## config.mk

```make
export PLATFORM = sky130hd
export DESIGN_NAME = ssp_scale
export DESIGN_NICKNAME = d
export VERILOG_FILES = /design/src/ssp_pkg.sv /design/src/ssp_scale.sv
export SDC_FILE = /design/constraint.sdc
export NUM_CORES = 1
export LEC_CHECK = 0
export BUFFER_PORTS_ARGS = -buffer_cell sky130_fd_sc_hd__buf_2
export CORE_AREA = 2 2 234 236
export DETAILED_ROUTE_END_ITERATION = 6
export DIE_AREA = 0 0 236 238
export PLACE_DENSITY = 0.75
export SLEW_MARGIN = 10
export SYNTH_ARGS = -nofsm -noshare
export SYNTH_HDL_FRONTEND = slang
export SYNTH_SLANG_ARGS = --single-unit
```

## constraint.sdc

```tcl
create_clock -name i_clk -period 3.8 [get_ports i_clk]
set_clock_uncertainty 0.1 [all_clocks]
set_input_delay 0.19 -clock i_clk [delete_from_list [all_inputs] [get_ports i_clk]]
set_output_delay 0.19 -clock i_clk [all_outputs]
set_load 0.01 [all_outputs]
```

## src/ssp_pkg.sv

```systemverilog
// ----------------------------------------------------------------------------
// ssp_pkg: shared types and constants for the sprite projection pipeline
// Fixed-point widths, config register indexes, stage sideband and result types.
// ----------------------------------------------------------------------------
package ssp_pkg;

    localparam int FIELD_W  = 16;  // width of positions and camera vectors
    localparam int DX_W     = 17;  // signed map offset, Q9.8
    localparam int DP_W     = 32;  // direction x plane product, Q4.28
    localparam int PR_W     = 33;  // determinant and 16x17 products
    localparam int ND_W     = 34;  // numerator before scaling
    localparam int DEN1_W   = 32;  // |det|
    localparam int FRAC_SH  = 14;  // Q2.14 scale applied to numerators
    localparam int NUM1_W   = DEN1_W + FRAC_SH;  // |numerator| << 14
    localparam int T_W      = NUM1_W + 1;        // signed tx, ty
    localparam int S_W      = T_W + 1;           // tx + ty
    localparam int PP_W     = S_W / 2;           // partial product split
    localparam int DEPTH_W  = 24;
    localparam int CIDX_W   = 3;

    localparam logic signed [T_W-1:0] DEPTH_MAX = T_W'(8388607);
    localparam logic signed [T_W-1:0] DEPTH_MIN = -T_W'(8388608);

    typedef enum logic [CIDX_W-1:0] {
        CFG_CAMERA_X    = 3'd0,
        CFG_CAMERA_Y    = 3'd1,
        CFG_VIEW_DIR_X  = 3'd2,
        CFG_VIEW_DIR_Y  = 3'd3,
        CFG_CAM_PLANE_X = 3'd4,
        CFG_CAM_PLANE_Y = 3'd5
    } t_cfg_idx;

    typedef struct packed {
        logic det_zero;
        logic neg_x;
        logic neg_y;
    } t_xf_side;

    typedef struct packed {
        logic                        fault;
        logic                        neg_c;
        logic signed [DEPTH_W-1:0]   depth;
    } t_sc_side;

    typedef struct packed {
        logic signed [15:0]        center_column;
        logic [13:0]               sprite_size;
        logic [7:0]                top_row;
        logic [8:0]                bottom_row;
        logic [14:0]               left_column;
        logic signed [15:0]        right_column;
        logic signed [DEPTH_W-1:0] camera_depth;
        logic                      divide_fault;
    } t_result;

endpackage

```

## src/ssp_scale.sv

```systemverilog
// ----------------------------------------------------------------------------
// ssp_scale: signed tx/ty, depth fault and the center-column numerator
// Five stages between the two divider banks.
// ----------------------------------------------------------------------------
module ssp_scale #(
    parameter int SCREEN_WIDTH  = 640,
    parameter int SCREEN_HEIGHT = 480,
    localparam int HW   = SCREEN_WIDTH / 2,
    localparam int HW_W = $clog2(HW + 1),
    localparam int CN_W = ssp_pkg::S_W + HW_W
) (
    input  logic                        i_clk,
    input  logic                        i_rst_n,
    input  logic                        i_en,
    input  logic                        i_valid,
    input  logic [ssp_pkg::NUM1_W-1:0]  i_q_x,
    input  logic [ssp_pkg::NUM1_W-1:0]  i_q_y,
    input  ssp_pkg::t_xf_side           i_side,
    output logic                        o_valid,
    output logic [CN_W-1:0]             o_num_c,
    output logic [CN_W-1:0]             o_num_s,
    output logic [ssp_pkg::NUM1_W-1:0]  o_den,
    output ssp_pkg::t_sc_side           o_side
);
    import ssp_pkg::*;

    localparam logic [HW_W-1:0] HW_K   = HW_W'(HW);
    localparam logic [CN_W-1:0] SIZE_N = CN_W'(SCREEN_HEIGHT * 256);

    logic [4:0] r_v;

    // stage E
    logic signed [T_W-1:0] r_tx, r_ty;
    logic [NUM1_W-1:0]     r_my_e;
    logic                  r_flt_e, r_ny_e;
    // stage F
    logic signed [S_W-1:0] r_s;
    logic [NUM1_W-1:0]     r_my_f;
    logic                  r_flt_f, r_ny_f;
    logic signed [DEPTH_W-1:0] r_dep_f;
    // stage G
    logic [S_W-1:0]        r_ms;
    logic [NUM1_W-1:0]     r_my_g;
    t_sc_side              r_sd_g;
    // stage H
    logic [PP_W+HW_W-1:0]  r_pp_lo, r_pp_hi;
    logic [NUM1_W-1:0]     r_my_h;
    t_sc_side              r_sd_h;
    // stage I
    logic [CN_W-1:0]       r_num;
    logic [NUM1_W-1:0]     r_my_i;
    t_sc_side              r_sd_i;

    logic signed [DEPTH_W-1:0] n_dep;

    always_ff @(posedge i_clk) begin
        if (!i_rst_n) begin
            r_v <= '0;
        end else if (i_en) begin
            r_v <= {r_v[3:0], i_valid};
        end
    end

    always_comb begin
        if (r_ty > DEPTH_MAX) begin
            n_dep = DEPTH_W'(DEPTH_MAX);
        end else if (r_ty < DEPTH_MIN) begin
            n_dep = DEPTH_W'(DEPTH_MIN);
        end else begin
            n_dep = r_ty[DEPTH_W-1:0];
        end
    end

    always_ff @(posedge i_clk) begin
        if (i_en) begin
            r_tx    <= i_side.neg_x ? -$signed({1'b0, i_q_x}) : $signed({1'b0, i_q_x});
            r_ty    <= i_side.neg_y ? -$signed({1'b0, i_q_y}) : $signed({1'b0, i_q_y});
            r_my_e  <= i_q_y;
            r_flt_e <= i_side.det_zero | (i_q_y == '0);
            r_ny_e  <= i_side.neg_y;

            r_s     <= S_W'(r_tx) + S_W'(r_ty);
            r_my_f  <= r_my_e;
            r_flt_f <= r_flt_e;
            r_ny_f  <= r_ny_e;
            r_dep_f <= n_dep;

            r_ms         <= r_s[S_W-1] ? S_W'(-r_s) : S_W'(r_s);
            r_my_g       <= r_my_f;
            r_sd_g.fault <= r_flt_f;
            r_sd_g.neg_c <= r_s[S_W-1] ^ r_ny_f;
            r_sd_g.depth <= r_dep_f;

            // split the constant multiply into two narrow partial products
            r_pp_lo <= r_ms[PP_W-1:0] * HW_K;
            r_pp_hi <= r_ms[S_W-1:PP_W] * HW_K;
            r_my_h  <= r_my_g;
            r_sd_h  <= r_sd_g;

            r_num  <= (CN_W'(r_pp_hi) << PP_W) + CN_W'(r_pp_lo);
            r_my_i <= r_my_h;
            r_sd_i <= r_sd_h;
        end
    end

    assign o_valid = r_v[4];
    assign o_num_c = r_num;
    assign o_num_s = SIZE_N;
    assign o_den   = r_my_i;
    assign o_side  = r_sd_i;

endmodule

```

Word-level counts from Yosys, hierarchy flattened. Index checks and enable logic that the tools add are counted.

Bits in registers: 642. Word-level logic and storage cells: 46. Output and inout port bits: 187. Bits of input ports: 99.

Bitwise gates (word level): 2. $lt $le $gt $ge: 2. Multiplexer cells: 4. Reduce and logical (&&, ||, !) cells: 1. Add/sub/neg operators: 5. $mul: 2.

Operator list (count): 46-bit negator with 47-bit output (2); 46-bit 2-to-1 mux (2); 57-bit by 33-bit adder with 57-bit output (1); 24-bit by 3-bit multiplier with 27-bit output, second input constant (2); 47-bit by 47-bit adder with 48-bit output (1); 48-bit negator (1); 47-bit by 24-bit > comparator with 1-bit output, second input constant (1); 47-bit by 24-bit less-than comparator with 1-bit output, second input constant (1); 47-bit 2-to-1 mux (1); 46-bit zero test (1); 24-bit 2-to-1 mux (1); 1-bit OR (1); 1-bit bitwise XOR (1).

Logic depth before layout (Yosys ltp).
Depth in word-level cells: 2. Mapped depth: 13. Mapped depth without buffers: 13.

Worst setup path after synthesis. No wires, ideal clock.

Path kind: input port to flip-flop. Start point: in i_q_x[6] in the netlist's numbering. End point: reg r_tx[46], data pin. Library setup time: 0.264 ns. Data required time: 3.436 ns. Path buffers: 0. Stages on the path: 8. Arrival time: 3.423 ns. Setup slack: 0.013 ns. Cell sequence: or4_1 or2_1 or3_1 or4_4 or4_4 or4_4 or4_4 o41a_1.

Cells in the longest elaborated chain, start to end: 1.

RTL lines: from (decl) (line ssp_scale.sv:16) `input logic [ssp_pkg::NUM1_W-1:0] i_q_x,`; 46-bit negator with 47-bit output (line ssp_scale.sv:76) `r_tx <= i_side.neg_x ? -$signed({1'b0, i_q_x}) : $signed({1'b0, i_q_x});`; to (signal assigned) (line ssp_scale.sv:76); to (decl) (line ssp_scale.sv:33) `logic signed [T_W-1:0] r_tx, r_ty;`.

No other way between the ends. A chain may end at the register's enable or synchronous reset.

Worst setup path after layout.
Start point: in i_q_x[1] in the netlist's numbering. End point: reg r_tx[41], data pin.

Cells in the longest elaborated chain, start to end: 2.

RTL lines (line): 46-bit negator with 47-bit output (ssp_scale.sv:76); 46-bit 2-to-1 mux (ssp_scale.sv:76).

No other way between the ends.

==> impl_results.md <==
* Status: finished, final reports clean
* Initial drt markers at roughly 1200
* Core Region at ~53000 sq um
* Met1 usage at between 20% and 30%
* DIE WIDTH at 236 um
* Routed Antenna Nets at 0
* Vias in the first global route at 16301
* Vias per cell at roughly 5.4
* Main combinational cell family by area after synthesis: compound AO/OA/AOI/OAI gates
* Starting Density at between 50% and 60%
* Critical Path Max Stage Delay at 0.59 ns
* Synthesized area per cell at about 15 sq um
* RSZ-0062 raised after global routing: yes
* Post-CTS Setup Repair Bufs at 0
* Post-Place Worst Slack at -0.243 ns
* GRT overflow at 0
* Total track usage at 20.2%
* Crit Reg-Reg Endpoint: r_ms[47]
* # rows at 85
* Power Density at a little over 600 nW/um^2
* Compound-Gate Fraction of Synth Area at ~8.5%
* Net count, final at around 2600
* Worst setup path startpoint: i_q_x[1]
* Ys flop type: edfxtp_1
* Share of cells above drive strength 1 at around 18%
* Die area at around 56000 sq um
* Startpoint type of the worst setup path: input port
* Syn Inst Count at around 1900
* Filler cell count at about 3800
* Max-Cap Viols at 0
* Synth area leader: edfxtp_1
* Ys Warns at 0
* Worst Min Path Start: i_en
* Synth top area share at 67.4%
* N_diodes at 0
* Largest cells by area after synthesis: edfxtp_1 67%, xnor2_1 6.5%, ha_1 6.3%, nand2_1 1.8%, buf_4 1.7%
* Clock Sinks at around 640
* Most used cell along the critical path: or4_4
* Drt wl/cell at 18.6 um
* Drt drc at 0
* Clock Latency Late Sink at between 0.6 and 0.7 ns
* Hold Crit Class: in2reg
* Seq/Total Area, Yosys at 67.8%
* Pin count of the biggest net entering global routing at between 90 and 100
* Relative slew slack at about 22%
* Fin. Hold Viols at 0
* Worst setup path end: r_tx[41]
* Synth Area in Adders at 6.57%
* Hpwl dp at 40000 um
* Clock transition at the registers of the reported paths at 0.06 ns
* Vias at approximately 17000
* Mux share of post-synthesis cell area at less than 1%
* Maximum clock frequency at around 0.27 GHz
* First-pass GRT wire length at about 89000 um
* Final setup fails at 0
* Global routing's busiest layer: met2
* EDFF count, synth at 630
* DRT Wirelength at around 57000 um
* Crit path kind: in2reg
* Library cells used by synthesis at 64
* CTS root buf: clkbuf_16
* Htree depth at 2
* Lkg Pwr at about 13 nW
* Worst path cell trace: dlygate4sd3_1 -> buf_2 -> or4_1 -> or3_4 -> or4_4 -> or4_4 -> or4_4 -> or4_4 -> o31ai_2 -> xnor2_1
* CTS Buf Count at 60
* Worst r2r path cells at 8
* Synth Area in XOR/XNOR at 7.40%
* FF+latch count, synth at approximately 640
* Port-buffer cells at about 220
* WP data arrival at 4.02 ns
* Crit-path slowest cell: or4_1
* CTS tree: yes
* Die span in y at ~240 um
* Synth Area in Simple Gates at 6.90%
* Area Growth Syn to Fin at 19.2%
* Peak fanout along the critical path at 5
* Worst slew pin tran at approximately 1.2 ns
* Synthesized area at 28100 sq um
* I/O pins at about 290
* Tmin final at approximately 3.7 ns
* Min setup slack post-route at 0.0535 ns
* Async SR Flop Fraction at 0%
* Slew Viols, Final at 0
* Worst R2R Start: r_s[33]
* Hold path cells at 1
* GR Layer Usage met3 at under 10%
* First drt pass iteration count at 5
* Antenna violations before repair at 0
* Setup crit end kind: flip-flop
* Clock Tree Buf Depth at 3
* Worst VDD drop at 471 uV
* Reg-to-reg setup timing slack at roughly 0.23 ns
* Worst hold slack at roughly 0.009 ns
* Setup TNS at 0 ns
* GPL Wtd Cong at just under 0.9
* Final period util at between 90 and 100%
* M2 GR Usage at between 30% and 40%
* Crit path required time at slightly above 4 ns
how the worst min path moves through the flow:
stage	slack [ns]	to
after floorplan	0.19	r_my_e[10]
after global placement	0.30	r_my_f[24]
after detailed placement	0.30	o_den[15]
after CTS	0.00008	r_my_e[42]
after global routing	0.03	r_tx[13]
final	0.009	r_my_e[42]
through the flow:
stage | power [mW] | instances | cell area [sq um] | utilization [%]
6_report | 20.4 | 3063 | 33500 | 62.5
5_1_grt | 21.5 | 3063 | 33500 | 62.5
4_1_cts | 20.5 | 3063 | 33400 | 62.4
3_5_place_dp | 14.2 | 2845 | 30300 | 56.5
3_3_place_gp | 14.1 | 2845 | 30300 | 56.5
2_1_floorplan | 12.8 | 1959 | 28300 | -
kinds of logic (layout without fill, tap and decap cells):
family	after synthesis	after routing
flip-flops	635	635
AND/OR/NAND/NOR	375	375
buffers and inverters	136	544
other	2	63
AO/OA/AOI/OAI	362	362
XOR/XNOR	237	237
adder cells (fa/ha/maj)	145	145
multiplexers	6	6
registers in the layout (all words and copies together), names as in the netlist:
| name | count |
|---|---|
| o_den | 46 |
| o_num_c | 51 |
| o_side | 26 |
| r_dep_f | 24 |
| r_flt_e | 1 |
| r_flt_f | 1 |
| r_ms | 48 |
| r_my_e | 45 |
| r_my_f | 46 |
| r_my_g | 46 |
| r_my_h | 46 |
| r_ny_e | 1 |
| r_ny_f | 1 |
| r_pp_hi | 27 |
| r_pp_lo | 27 |
| r_s | 48 |
| r_sd_g | 26 |
| r_sd_h | 26 |
| r_tx | 47 |
| r_ty | 47 |
| r_v | 5 |
worst max-delay path: cells and delay by family:
kind	cells	cell delay, ns
compound gates	1	0.23
xor+xnor	1	0.11
buf+inv	2	0.70
simple gates	6	2.78
cells in the mapped netlist (15+ instances only):
cell,count
ha_1,141
a21o_1,41
edfxtp_1,630
nand2_1,135
o41ai_1,19
xor2_1,30
or4_1,23
buf_4,63
nor2_1,50
or3_1,21
o31ai_1,41
nand4_1,15
nand3_1,34
clkbuf_1,31
inv_1,41
o21ai_0,84
xnor2_1,207
a21oi_1,94
power by group:
group	internal, mW	switching, mW
Combinational	2.01	2.48
Clock	3.63	2.54
Sequential	9.21	0.572
Total	14.9	5.59
cell usage in the layout, fill, tap and decap left out, types with 34 or more instances in the layout:
master / synthesis / layout
nand3_1: 34 / 34
o21ai_0: 84 / 83
edfxtp_1: 630 / 630
o31ai_1: 41 / 39
dlygate4sd3_1: 0 / 108
buf_2: 0 / 221
a21oi_1: 94 / 92
conb_1: 2 / 63
nand2_1: 135 / 134
buf_4: 63 / 57
clkbuf_16: 0 / 61
a21o_1: 41 / 41
xnor2_1: 207 / 207
ha_1: 141 / 141
inv_1: 41 / 41
nor2_1: 50 / 50
metal layers:
metal  share of wire [%]  wire length [um]  vias up
met5                   0                 0        -
met4                 4.6              2630        0
met2                  49             28000      475
met1                  42             23600     7992
li1                    -                 -     7955
met3                 4.6              2610      133
repair_timing:
action,4_1_cts,5_1_grt
hold buffers,108,0
hold endpoints to repair,142,0
gates resized for setup,0,12
endpoints found under the setup margin,0,13
layout make-up:
cell class	instances	area (sq um)	area share [%]
flip-flops and latches	635	19000	56.9
multi-input cells	1188	8590	25.7
repair buffers	393	2750	8.22
clock buffers	68	1550	4.64
well taps	696	871	2.60
clock inverters	42	520	1.56
inverters	41	154	0.460
Note: power is estimated with default switching activity, not from simulation.
