### src/ssp_pkg.sv
// ----------------------------------------------------------------------------
// ssp_pkg: shared types and constants for the sprite projection pipeline
// Fixed-point widths, config register indexes, stage sideband and result types.
// ----------------------------------------------------------------------------
package ssp_pkg;

    localparam int FIELD_W  = 16;  // width of positions and camera vectors
    localparam int DX_W     = 17;  // signed map offset, Q9.8
    localparam int DP_W     = 32;  // direction x plane product, Q4.28
    localparam int PR_W     = 33;  // determinant and 16x17 products
    localparam int ND_W     = 34;  // numerator before scaling
    localparam int DEN1_W   = 32;  // |det|
    localparam int FRAC_SH  = 14;  // Q2.14 scale applied to numerators
    localparam int NUM1_W   = DEN1_W + FRAC_SH;  // |numerator| << 14
    localparam int T_W      = NUM1_W + 1;        // signed tx, ty
    localparam int S_W      = T_W + 1;           // tx + ty
    localparam int PP_W     = S_W / 2;           // partial product split
    localparam int DEPTH_W  = 24;
    localparam int CIDX_W   = 3;

    localparam logic signed [T_W-1:0] DEPTH_MAX = T_W'(8388607);
    localparam logic signed [T_W-1:0] DEPTH_MIN = -T_W'(8388608);

    typedef enum logic [CIDX_W-1:0] {
        CFG_CAMERA_X    = 3'd0,
        CFG_CAMERA_Y    = 3'd1,
        CFG_VIEW_DIR_X  = 3'd2,
        CFG_VIEW_DIR_Y  = 3'd3,
        CFG_CAM_PLANE_X = 3'd4,
        CFG_CAM_PLANE_Y = 3'd5
    } t_cfg_idx;

    typedef struct packed {
        logic det_zero;
        logic neg_x;
        logic neg_y;
    } t_xf_side;

    typedef struct packed {
        logic                        fault;
        logic                        neg_c;
        logic signed [DEPTH_W-1:0]   depth;
    } t_sc_side;

    typedef struct packed {
        logic signed [15:0]        center_column;
        logic [13:0]               sprite_size;
        logic [7:0]                top_row;
        logic [8:0]                bottom_row;
        logic [14:0]               left_column;
        logic signed [15:0]        right_column;
        logic signed [DEPTH_W-1:0] camera_depth;
        logic                      divide_fault;
    } t_result;

endpackage

### src/ssp_bound.sv
// ----------------------------------------------------------------------------
// ssp_bound: saturate center and size, then clamp the draw bounds
// Two stages; a fault clears every field but the fault flag.
// ----------------------------------------------------------------------------
module ssp_bound #(
    parameter int SCREEN_WIDTH  = 640,
    parameter int SCREEN_HEIGHT = 480,
    localparam int HW_W = $clog2(SCREEN_WIDTH / 2 + 1),
    localparam int CN_W = ssp_pkg::S_W + HW_W
) (
    input  logic              i_clk,
    input  logic              i_rst_n,
    input  logic              i_en,
    input  logic              i_valid,
    input  logic [CN_W-1:0]   i_q_c,
    input  logic [CN_W-1:0]   i_q_s,
    input  ssp_pkg::t_sc_side i_side,
    output logic              o_valid,
    output ssp_pkg::t_result  o_res
);
    import ssp_pkg::*;

    localparam int BW = 18;
    localparam logic [CN_W-1:0]      C_POS  = CN_W'(32767);
    localparam logic [CN_W-1:0]      C_NEG  = CN_W'(32768);
    localparam logic [CN_W-1:0]      S_MAX  = CN_W'(16383);
    localparam logic signed [BW-1:0] HALF_H = BW'(SCREEN_HEIGHT / 2);
    localparam logic signed [BW-1:0] LAST_H = BW'(SCREEN_HEIGHT - 1);
    localparam logic signed [BW-1:0] LAST_W = BW'(SCREEN_WIDTH - 1);

    logic [1:0] r_v;

    logic signed [15:0]        r_ctr;
    logic [13:0]               r_size;
    t_sc_side                  r_sd;
    t_result                   r_res;

    logic signed [15:0]        n_ctr;
    logic [13:0]               n_size;
    logic signed [BW-1:0]      n_half, n_top, n_bot, n_left, n_right;

    always_ff @(posedge i_clk) begin
        if (!i_rst_n) begin
            r_v <= '0;
        end else if (i_en) begin
            r_v <= {r_v[0], i_valid};
        end
    end

    always_comb begin
        if (i_side.neg_c) begin
            n_ctr = (i_q_c > C_NEG) ? -16'sd32768 : 16'(-i_q_c);
        end else begin
            n_ctr = (i_q_c > C_POS) ? 16'sd32767 : 16'(i_q_c);
        end
        n_size = (i_q_s > S_MAX) ? 14'(S_MAX) : i_q_s[13:0];
    end

    always_comb begin
        n_half  = BW'(r_size >> 1);
        n_top   = HALF_H - n_half;
        n_bot   = n_half + HALF_H;
        n_left  = BW'(r_ctr) - n_half;
        n_right = n_half + BW'(r_ctr);
        if (n_top < 0) n_top = '0;
        if (n_bot > LAST_H) n_bot = LAST_H;
        if (n_left < 0) n_left = '0;
        if (n_right > LAST_W) n_right = LAST_W;
    end

    always_ff @(posedge i_clk) begin
        if (i_en) begin
            r_ctr  <= n_ctr;
            r_size <= n_size;
            r_sd   <= i_side;

            if (r_sd.fault) begin
                r_res <= '{divide_fault: 1'b1, default: '0};
            end else begin
                r_res.center_column <= r_ctr;
                r_res.sprite_size   <= r_size;
                r_res.top_row       <= n_top[7:0];
                r_res.bottom_row    <= n_bot[8:0];
                r_res.left_column   <= n_left[14:0];
                r_res.right_column  <= n_right[15:0];
                r_res.camera_depth  <= r_sd.depth;
                r_res.divide_fault  <= 1'b0;
            end
        end
    end

    assign o_valid = r_v[1];
    assign o_res   = r_res;

endmodule

### config.mk
export PLATFORM = sky130hd
export DESIGN_NAME = ssp_bound
export DESIGN_NICKNAME = d
export VERILOG_FILES = /design/src/ssp_pkg.sv /design/src/ssp_bound.sv
export SDC_FILE = /design/constraint.sdc
export NUM_CORES = 1
export LEC_CHECK = 0
export BUFFER_PORTS_ARGS = -buffer_cell sky130_fd_sc_hd__buf_2
export CAP_MARGIN = 40
export CORE_ASPECT_RATIO = 0.7
export CORE_MARGIN = 1
export CORE_UTILIZATION = 25
export DETAILED_ROUTE_END_ITERATION = 8
export PLACE_DENSITY = 0.46
export SYNTH_ARGS = -nofsm -noshare
export SYNTH_HDL_FRONTEND = slang
export SYNTH_SLANG_ARGS = --single-unit
### constraint.sdc
create_clock -name i_clk -period 4.2 [get_ports i_clk]
set_input_delay 0.63 -clock i_clk [delete_from_list [all_inputs] [get_ports i_clk]]
set_output_delay 0.63 -clock i_clk [all_outputs]
set_load 0.05 [all_outputs]
Word level (Yosys, flattened, before mapping)
Cells that the tools add are included.
{"block": "op_classes", "addsub": 5, "n_mul": 0, "n_div": 0, "magnitude_cmp": 7, "n_eq_ne": 0, "n_shift": 0, "n_mux": 6, "bitwise_logic": 0, "reduce_logical": 4}
{"operator": "57-bit by 14-bit > comparator with 1-bit output, second input constant", "count": 1}
{"operator": "57-bit by 15-bit > comparator with 1-bit output, second input constant", "count": 1}
{"operator": "57-bit by 16-bit > comparator with 1-bit output, second input constant", "count": 1}
{"operator": "16-bit two-way mux", "count": 3}
{"operator": "14-bit by 16-bit adder with 17-bit output", "count": 1}
{"operator": "17-bit by 11-bit > comparator with 1-bit output, second input constant", "count": 1}
{"operator": "17-bit by 1-bit less-than comparator with 1-bit output, second input constant", "count": 1}
{"operator": "16-bit by 14-bit subtractor with 17-bit output", "count": 1}
{"operator": "16-bit negation", "count": 1}
{"operator": "13-bit by 8-bit adder with 14-bit output, second input constant", "count": 1}
{"operator": "14-bit by 9-bit > comparator with 1-bit output, second input constant", "count": 1}
{"operator": "14-bit by 1-bit less-than comparator with 1-bit output, second input constant", "count": 1}
{"operator": "8-bit by 13-bit subtractor with 14-bit output, first input constant", "count": 1}
{"operator": "10-bit two-way mux", "count": 1}
{"operator": "9-bit two-way mux", "count": 1}
{"operator": "2-bit OR reduction", "count": 4}
{"operator": "1-bit two-way mux", "count": 1}
{"block": "totals", "register_bits": 160, "latch_bits": 0, "ram_bits": 0, "rom_bits": 0, "in_bits": 144, "out_inout_bits": 104, "elab_cells": 37, "memories": 0}

Longest topological paths before layout
Gate-level depths: netlist (run 1).
{"block": "depth", "word_depth": 3, "ltp_mapped": 12, "depth_no_buf": 11}

Worst setup path after synthesis (run 1)
Ideal clock, no wire load.
{"block": "synth_timing", "path_kind": "reg2reg", "startpoint": "register r_size[1]", "endpoint": "register r_res (netlist bit o_res[34]) (data pin)", "setup_ns": 0.277, "arrival_ns": 2.842, "required_time_ns": 3.923, "path_slack_ns": 1.081, "stages_incl_launch_ff": 12, "path_buffers": 1, "period_less_slack_ns": 3.119, "path_cell_list": "edfxtp_1 ha_1 fa_1 nor2b_1 o211ai_1 a21oi_2 or4_4 a211oi_2 nor3_1 o311ai_2 buf_6 a41oi_1"}
{"block": "synth_via", "elab_chain_len": 3}
{"element": "start: declaration", "line": "ssp_bound.sv:34", "text": "logic [13:0] r_size;"}
{"element": "start signal: assignment", "line": "ssp_bound.sv:74", "text": "r_size <= n_size;"}
{"element": "14-bit by 16-bit adder with 17-bit output *", "line": "ssp_bound.sv:64", "text": "n_right = n_half + BW'(r_ctr);"}
{"element": "17-bit by 11-bit > comparator with 1-bit output", "line": "ssp_bound.sv:68", "text": "if (n_right > LAST_W) n_right = LAST_W;"}
{"element": "10-bit two-way mux *", "line": "ssp_bound.sv:68"}
{"element": "end: declaration", "line": "ssp_bound.sv:36", "text": "t_result r_res;"}
Mark *: on every way between the ends. The rest lies on a longest branch, timed or not.
A chain may end at the register's enable or synchronous reset.

Worst setup path after layout (run 1)
{"block": "layout_timing", "startpoint": "register r_size[9]", "endpoint": "register r_res (netlist bit o_res[29]) (data pin)"}
{"block": "layout_via", "elab_chain_len": 3}
{"element": "14-bit by 16-bit adder with 17-bit output", "line": "ssp_bound.sv:64"}
{"element": "17-bit by 11-bit > comparator with 1-bit output", "line": "ssp_bound.sv:68"}
{"element": "10-bit two-way mux", "line": "ssp_bound.sv:68"}
No other way between the ends.

==> impl_metrics.env, run 1 <==
export IMPL_drt_total_wl_microns=23600
export IMPL_maxSlewViolCount=0
export IMPL_cts_repair_resize_count=0
export IMPL_final_cell_mix="sky130_fd_sc_hd__buf_2, sky130_fd_sc_hd__edfxtp_1, sky130_fd_sc_hd__nor2_1"
export IMPL_setup_tns_ps=0
export IMPL_yosysSeqAreaShare_pct=59.8
export IMPL_detailedRoute_firstIterationViolations=336
export IMPL_required_ps=4350
export IMPL_fillers=3237
export IMPL_post_cts_setup_buffers=0
export IMPL_r2r_start="r_size[9]"
export IMPL_drc=0
export IMPL_dpl_hpwl_microns=18400
export IMPL_crit_type="reg2reg"
export IMPL_timing_final_setup_violations=0
export IMPL_synth_ff_type="sky130_fd_sc_hd__edfxtp_1"
export IMPL_power_leakage_nw=4.23
export IMPL_crit_path_start_kind="flop"
export IMPL_syn_area_sq_um=8010
export IMPL_clk_insertion_delay_late_ps=440
export IMPL_grt_first_pass_wirelength_microns=34500
export IMPL_start_point_of_the_critical_path="r_size[9]"
export IMPL_cts_htree_levels=4
export IMPL_cts_hold_buffers_added=0
export IMPL_design_die_area_sq_um=32800
export IMPL_die_y_microns=152
export IMPL_pwr_density_cell_nw_per_um2=423
export IMPL_synth_enable_flop_cells=158
export IMPL_die_w_microns=216
export IMPL_globalRoute_totalOverflow=0
export IMPL_timing_slew_headroom_pct=52.1
export IMPL_floorplan_io_pins=248
export IMPL_skew_ps=12.5
export IMPL_min_delay_path_class="in2reg"
export IMPL_syn_nets=851
export IMPL_clock_path_buffers=2
export IMPL_synth_yosys_warnings=0
export IMPL_place_gp_congestion=0.852
export IMPL_dr_total_vias=6223
export IMPL_yosysUniqueCellTypes=68
export IMPL_synth_area_per_cell_sq_um=11.9
export IMPL_numCtsBuffers=17
export IMPL_final_common_cell="sky130_fd_sc_hd__buf_2"
export IMPL_max_slew_worst_pin_slew_ps=716
export IMPL_cts_sinks=160
export IMPL_seq_area_sq_um=4780
export IMPL_cts_reportedPaths_clkPinSlew_ps=70
export IMPL_ys_ff_latch=160
export IMPL_setup_ws_ps=437
export IMPL_grt_antenna_before_repair=4
export IMPL_area_growth_synth_to_final_pct=29.5
export IMPL_timing_critical_path_fanout_max=11
export IMPL_dr_pass1_iters=5
export IMPL_core_region_area_sq_um=31400
export IMPL_hold_path_startpoint="i_side[8]"
export IMPL_critPathArrivalTime_ps=3910
export IMPL_via_count_of_the_first_global_routing_pass=6015
export IMPL_drive_gt1_share_pct=32.4
export IMPL_clk_root_buf="sky130_fd_sc_hd__clkbuf_16"
export IMPL_floorplan_initialDensity_pct=25.5
export IMPL_finish_net_count=1105
export IMPL_worst_setup_path_end_kind="flop"
export IMPL_hold_violations=0
export IMPL_drt_wirelength_per_cell_microns=17.3
export IMPL_proportion_of_register_bits_with_asynchronous_set_or_reset_after_synthesis_pct=0
export IMPL_maxClockFrequency_mhz=266
export IMPL_multi_input_comb_area_sq_um=2990
export IMPL_final_period_utilization_pct=89.6
export IMPL_pin_count_of_the_biggest_net_entering_global_routing=71
export IMPL_drt_antenna_violating_nets=0
export IMPL_synth_cells=671
export IMPL_outcome="complete, no violations"
export IMPL_period_minus_slack_ps=3760
export IMPL_rsz0062_at_grt="false"
export IMPL_rows=54
export IMPL_drv_cap=0
export IMPL_via_per_inst=4.57
export IMPL_power_ir_vdd_worst_mv=0.212
export IMPL_dp_worst_setup_slack_ps=485
export IMPL_port_buffers=247
export IMPL_global_route_usage_total_pct=14.3
export IMPL_tritoncts="done"
-- through the flow --
stage	utilization [%]	cells	power (mW)	hold WS, ps	cell area, sq um
6_report	33.1	1361	4.39	359	10400
3_5_place_dp	31.2	1326	2.86	520	9770
4_1_cts	33.1	1358	4.45	327	10400
2_1_floorplan	-	671	2.55	482	8010
3_3_place_gp	31.2	1326	2.86	501	9770
5_1_grt	33.1	1360	4.59	328	10400
-- worst paths after layout --
check	to	slack, ps	depth (start not counted)
hold reg to reg	r_v[1]	530	2
setup reg to reg	o_res[29]	440	10
hold / removal	r_sd[8]	360	1
setup / recovery	o_res[29]	440	10
-- report_power, final --
part           internal (mW)  leakage (nW)  switching, mW
logic                  0.271          2.32          0.603
clock network          0.846         0.286          0.726
registers               1.89          1.62         0.0573
-- critical path, cell delays in order (launching register included) --
cell and delay, ps:
sky130_fd_sc_hd__edfxtp_1 460, sky130_fd_sc_hd__inv_1 120, sky130_fd_sc_hd__ha_1 510, sky130_fd_sc_hd__inv_1 210
sky130_fd_sc_hd__a21oi_1 360, sky130_fd_sc_hd__nand3b_1 160, sky130_fd_sc_hd__o2111ai_1 120, sky130_fd_sc_hd__a311oi_1 520
sky130_fd_sc_hd__nand2_1 170, sky130_fd_sc_hd__o311ai_2 600, sky130_fd_sc_hd__a41oi_1 230
-- synthesized netlist by cell type, types with 19 or more instances --
cell type / count / area share [%]
sky130_fd_sc_hd__nor2_1: 60 / 2.8
sky130_fd_sc_hd__o21ai_0: 25 / 1.6
sky130_fd_sc_hd__nor3_1: 23 / 1.4
sky130_fd_sc_hd__nand2_1: 30 / 1.4
sky130_fd_sc_hd__nor4_1: 24 / 1.9
sky130_fd_sc_hd__edfxtp_1: 158 / 59
sky130_fd_sc_hd__a21oi_1: 34 / 2.1
sky130_fd_sc_hd__inv_1: 38 / 1.8
sky130_fd_sc_hd__xnor2_1: 21 / 2.3
sky130_fd_sc_hd__nor2b_1: 50 / 3.9
sky130_fd_sc_hd__ha_1: 34 / 5.3
sky130_fd_sc_hd__nand2b_1: 19 / 1.5
-- sequential cells by signal, summed over array words and instances (netlist names) --
register	count
o_res	103
r_sd	25
r_ctr	16
r_size	14
r_v	2
-- cell families after synthesis --
| logic type | count (synthesis) | share of synthesized area, % |
|---|---|---|
| flip-flops | 160 | 59.8 |
| AO/OA/AOI/OAI | 122 | 10.5 |
| buffers and inverters | 61 | 2.98 |
| adder cells (fa/ha/maj) | 36 | 5.81 |
| AND/OR/NAND/NOR | 265 | 17.9 |
| XOR/XNOR | 24 | 2.63 |
| multiplexers | 3 | 0.375 |
-- area by class of cell --
| cell class | count | share of cell area [%] |
|---|---|---|
| Sequential cell | 160 | 46.1 |
| Tap cell | 420 | 5.07 |
| Inverter | 40 | 1.45 |
| Clock inverter | 15 | 1.58 |
| Antenna cell | 3 | 0.0724 |
| Clock buffer | 17 | 4.10 |
| Multi-Input combinational cell | 450 | 28.8 |
| Timing Repair Buffer | 256 | 12.8 |
-- routing by layer --
| metal | wire, microns | vias up | GRT usage, % |
|---|---|---|---|
| li1 | - | 3020 | - |
| met1 | 11300 | 2945 | 19.4 |
| met2 | 10500 | 229 | 22.0 |
| met3 | 1300 | 27 | 3.73 |
| met4 | 432 | 2 | 5.28 |
| met5 | 13 | - | 0 |
Note: power is estimated with default switching activity, not from simulation.
==> run 2: changes to the inputs <==
Settings changed: CELL_PAD_IN_SITES_DETAIL_PLACEMENT set to 0, CELL_PAD_IN_SITES_GLOBAL_PLACEMENT set to 1, PLACE_DENSITY 0.46 to 0.55.
==> run 2 against run 1 <==
Net effect: worst hold slack improved by 13 ps; critical endpoint is now o_res[30]; largest cell class unchanged; combinational power grew 0.9%; first-iteration DRC count up 0.30%; highest routed layer unchanged.
==> impl_metrics.env, run 2 (synthesized netlist as in run 1, its figures left out) <==
export IMPL_crit_path_start_kind="flop"
export IMPL_drt_antenna_violating_nets=0
export IMPL_setup_tns_ps=0
export IMPL_maxClockFrequency_mhz=272
export IMPL_grt_first_pass_wirelength_microns=35100
export IMPL_cp_num_buf_inv=1
export IMPL_largest_register_ff_count=103
export IMPL_drive_gt1_share_pct=32.2
export IMPL_clk_root_buf="sky130_fd_sc_hd__clkbuf_16"
export IMPL_globalRoute_totalOverflow=0
export IMPL_final_common_cell="sky130_fd_sc_hd__buf_2"
export IMPL_use_met3_pct=2.91
export IMPL_detailedRoute_firstIterationViolations=337
export IMPL_timing_critical_path_fanout_max=11
export IMPL_design_die_area_sq_um=32800
export IMPL_place_gp_congestion=0.819
export IMPL_die_w_microns=216
export IMPL_die_y_microns=152
export IMPL_cts_reportedPaths_clkPinSlew_ps=70
export IMPL_gr_max_usage_layer="met2"
export IMPL_global_route_usage_total_pct=14.4
export IMPL_postPlaceCellArea_sq_um=9760
export IMPL_period_minus_slack_ps=3680
export IMPL_via_per_inst=4.58
export IMPL_tritoncts="done"
export IMPL_hold_violations=0
export IMPL_dr_pass1_iters=5
export IMPL_crit_type="reg2reg"
export IMPL_post_cts_setup_buffers=0
export IMPL_max_slew_worst_pin_slew_ps=884
export IMPL_cts_htree_levels=4
export IMPL_final_cell_mix="sky130_fd_sc_hd__buf_2, sky130_fd_sc_hd__edfxtp_1, sky130_fd_sc_hd__nor2_1"
export IMPL_dr_total_vias=6215
export IMPL_drc=0
export IMPL_required_ps=4340
export IMPL_power_ir_vdd_worst_mv=0.239
export IMPL_critPathArrivalTime_ps=3820
export IMPL_rsz0062_at_grt="false"
export IMPL_pwr_density_cell_nw_per_um2=417
export IMPL_rows=54
export IMPL_global_route_met1_utilization_pct=20.5
export IMPL_cp_cell_sequence="inv_1, ha_1, nor2_1, o211ai_1, a211oi_1, nor3_1, a311oi_1, nand2_1, o311ai_4, a41oi_1"
export IMPL_floorplan_initialDensity_pct=25.5
export IMPL_pin_count_of_the_biggest_net_entering_global_routing=89
export IMPL_timing_final_setup_violations=0
export IMPL_maxSlewViolCount=0
export IMPL_core_region_area_sq_um=31400
export IMPL_dpl_hpwl_microns=18600
export IMPL_drv_cap=0
export IMPL_port_buffers=247
export IMPL_cts_sinks=160
export IMPL_postLayoutCellArea_sq_um=10300
export IMPL_via_count_of_the_first_global_routing_pass=5976
export IMPL_drt_total_wl_microns=23900
export IMPL_floorplan_io_pins=248
export IMPL_antenna_diodes=0
export IMPL_grt_antenna_before_repair=1
export IMPL_crit_path_top_delay_cell="sky130_fd_sc_hd__a311oi_1"
export IMPL_numCtsBuffers=17
export IMPL_finish_net_count=1103
export IMPL_area_growth_synth_to_final_pct=28.9
export IMPL_drt_wirelength_per_cell_microns=17.6
export IMPL_global_route_usage_met2_pct=22.2
export IMPL_skew_ps=10.3
export IMPL_power_leakage_nw=4.21
export IMPL_min_delay_path_class="in2reg"
export IMPL_worst_setup_path_end_kind="flop"
export IMPL_final_period_utilization_pct=87.5
export IMPL_timing_slew_headroom_pct=41.1
export IMPL_clock_path_buffers=2
export IMPL_clk_insertion_delay_late_ps=430
export IMPL_outcome="complete, no violations"
export IMPL_critPathMaxStageDelay_ps=530
export IMPL_worst_path_top_cell_family_by_delay="compound AO/OA/AOI/OAI gates"
run 2: changes by cell type in the layout (fill, tap and decap cells not counted):
cell / change
sky130_fd_sc_hd__o311ai_4: +1
sky130_fd_sc_hd__clkinv_1: +1
sky130_fd_sc_hd__o311ai_2: -1
sky130_fd_sc_hd__diode_2: -3
sky130_fd_sc_hd__bufinv_16: -1
sky130_fd_sc_hd__clkinv_4: +5
sky130_fd_sc_hd__buf_4: -2
sky130_fd_sc_hd__inv_6: -3
sky130_fd_sc_hd__inv_8: -2
run 2: cell type report:
class	instances	area, sq um
Fill cell	3283	21000
Sequential cell	160	4780
Multi-Input combinational cell	450	3000
Timing Repair Buffer	254	1310
Tap cell	420	526
Clock buffer	17	425
Inverter	40	150
Clock inverter	15	133
run 2: through the flow:
stage | std cells | power (mW) | setup WS, ps | utilization (%) | hold slack [ps]
final | 1356 | 4.31 | 523 | 32.9 | 372
after CTS | 1356 | 4.36 | 387 | 32.9 | 351
after detailed placement | 1324 | 2.86 | 395 | 31.1 | 521
after floorplan | 671 | 2.55 | 1080 | - | 482
after global routing | 1356 | 4.50 | 178 | 32.9 | 349
after global placement | 1324 | 2.87 | 527 | 31.1 | 500
run 2: timing repair:
action | CTS | global route
hold buffers | 0 | 0
setup endpoints to repair | 0 | 3
resized for setup | 0 | 1
run 2: worst paths after layout:
kind	startpoint	to	slack, ps	cells past startpoint
setup / recovery	r_size[5]	o_res[30]	520	10
hold / removal	i_side[17]	r_sd[17]	370	1
setup reg to reg	r_size[5]	o_res[30]	520	10
hold reg to reg	r_v[0]	r_v[0]	530	2
run 2: per-layer routing:
metal / up-vias / part of all wire (%)
met3: 22 / 4.2
met4: 2 / 1.4
li1: 3008 / -
met2: 210 / 44
met5: - / 0.050
met1: 2973 / 50
run 2: worst reg2reg max path, delay by kind of cell, from the launching register on:
kind,cells,cell delay (ps)
AOI/OAI and AO/OA,5,1810
and+or+nand+nor,3,530
DFF,1,480
adders and majority gates,1,340
buffers and inverters,1,240
run 2: report_power, final:
part | internal [mW] | switching [mW] | total [mW]
logic | 0.271 | 0.611 | 0.882
clock network | 0.776 | 0.706 | 1.48
registers | 1.89 | 0.0578 | 1.94
total | 2.93 | 1.38 | 4.31
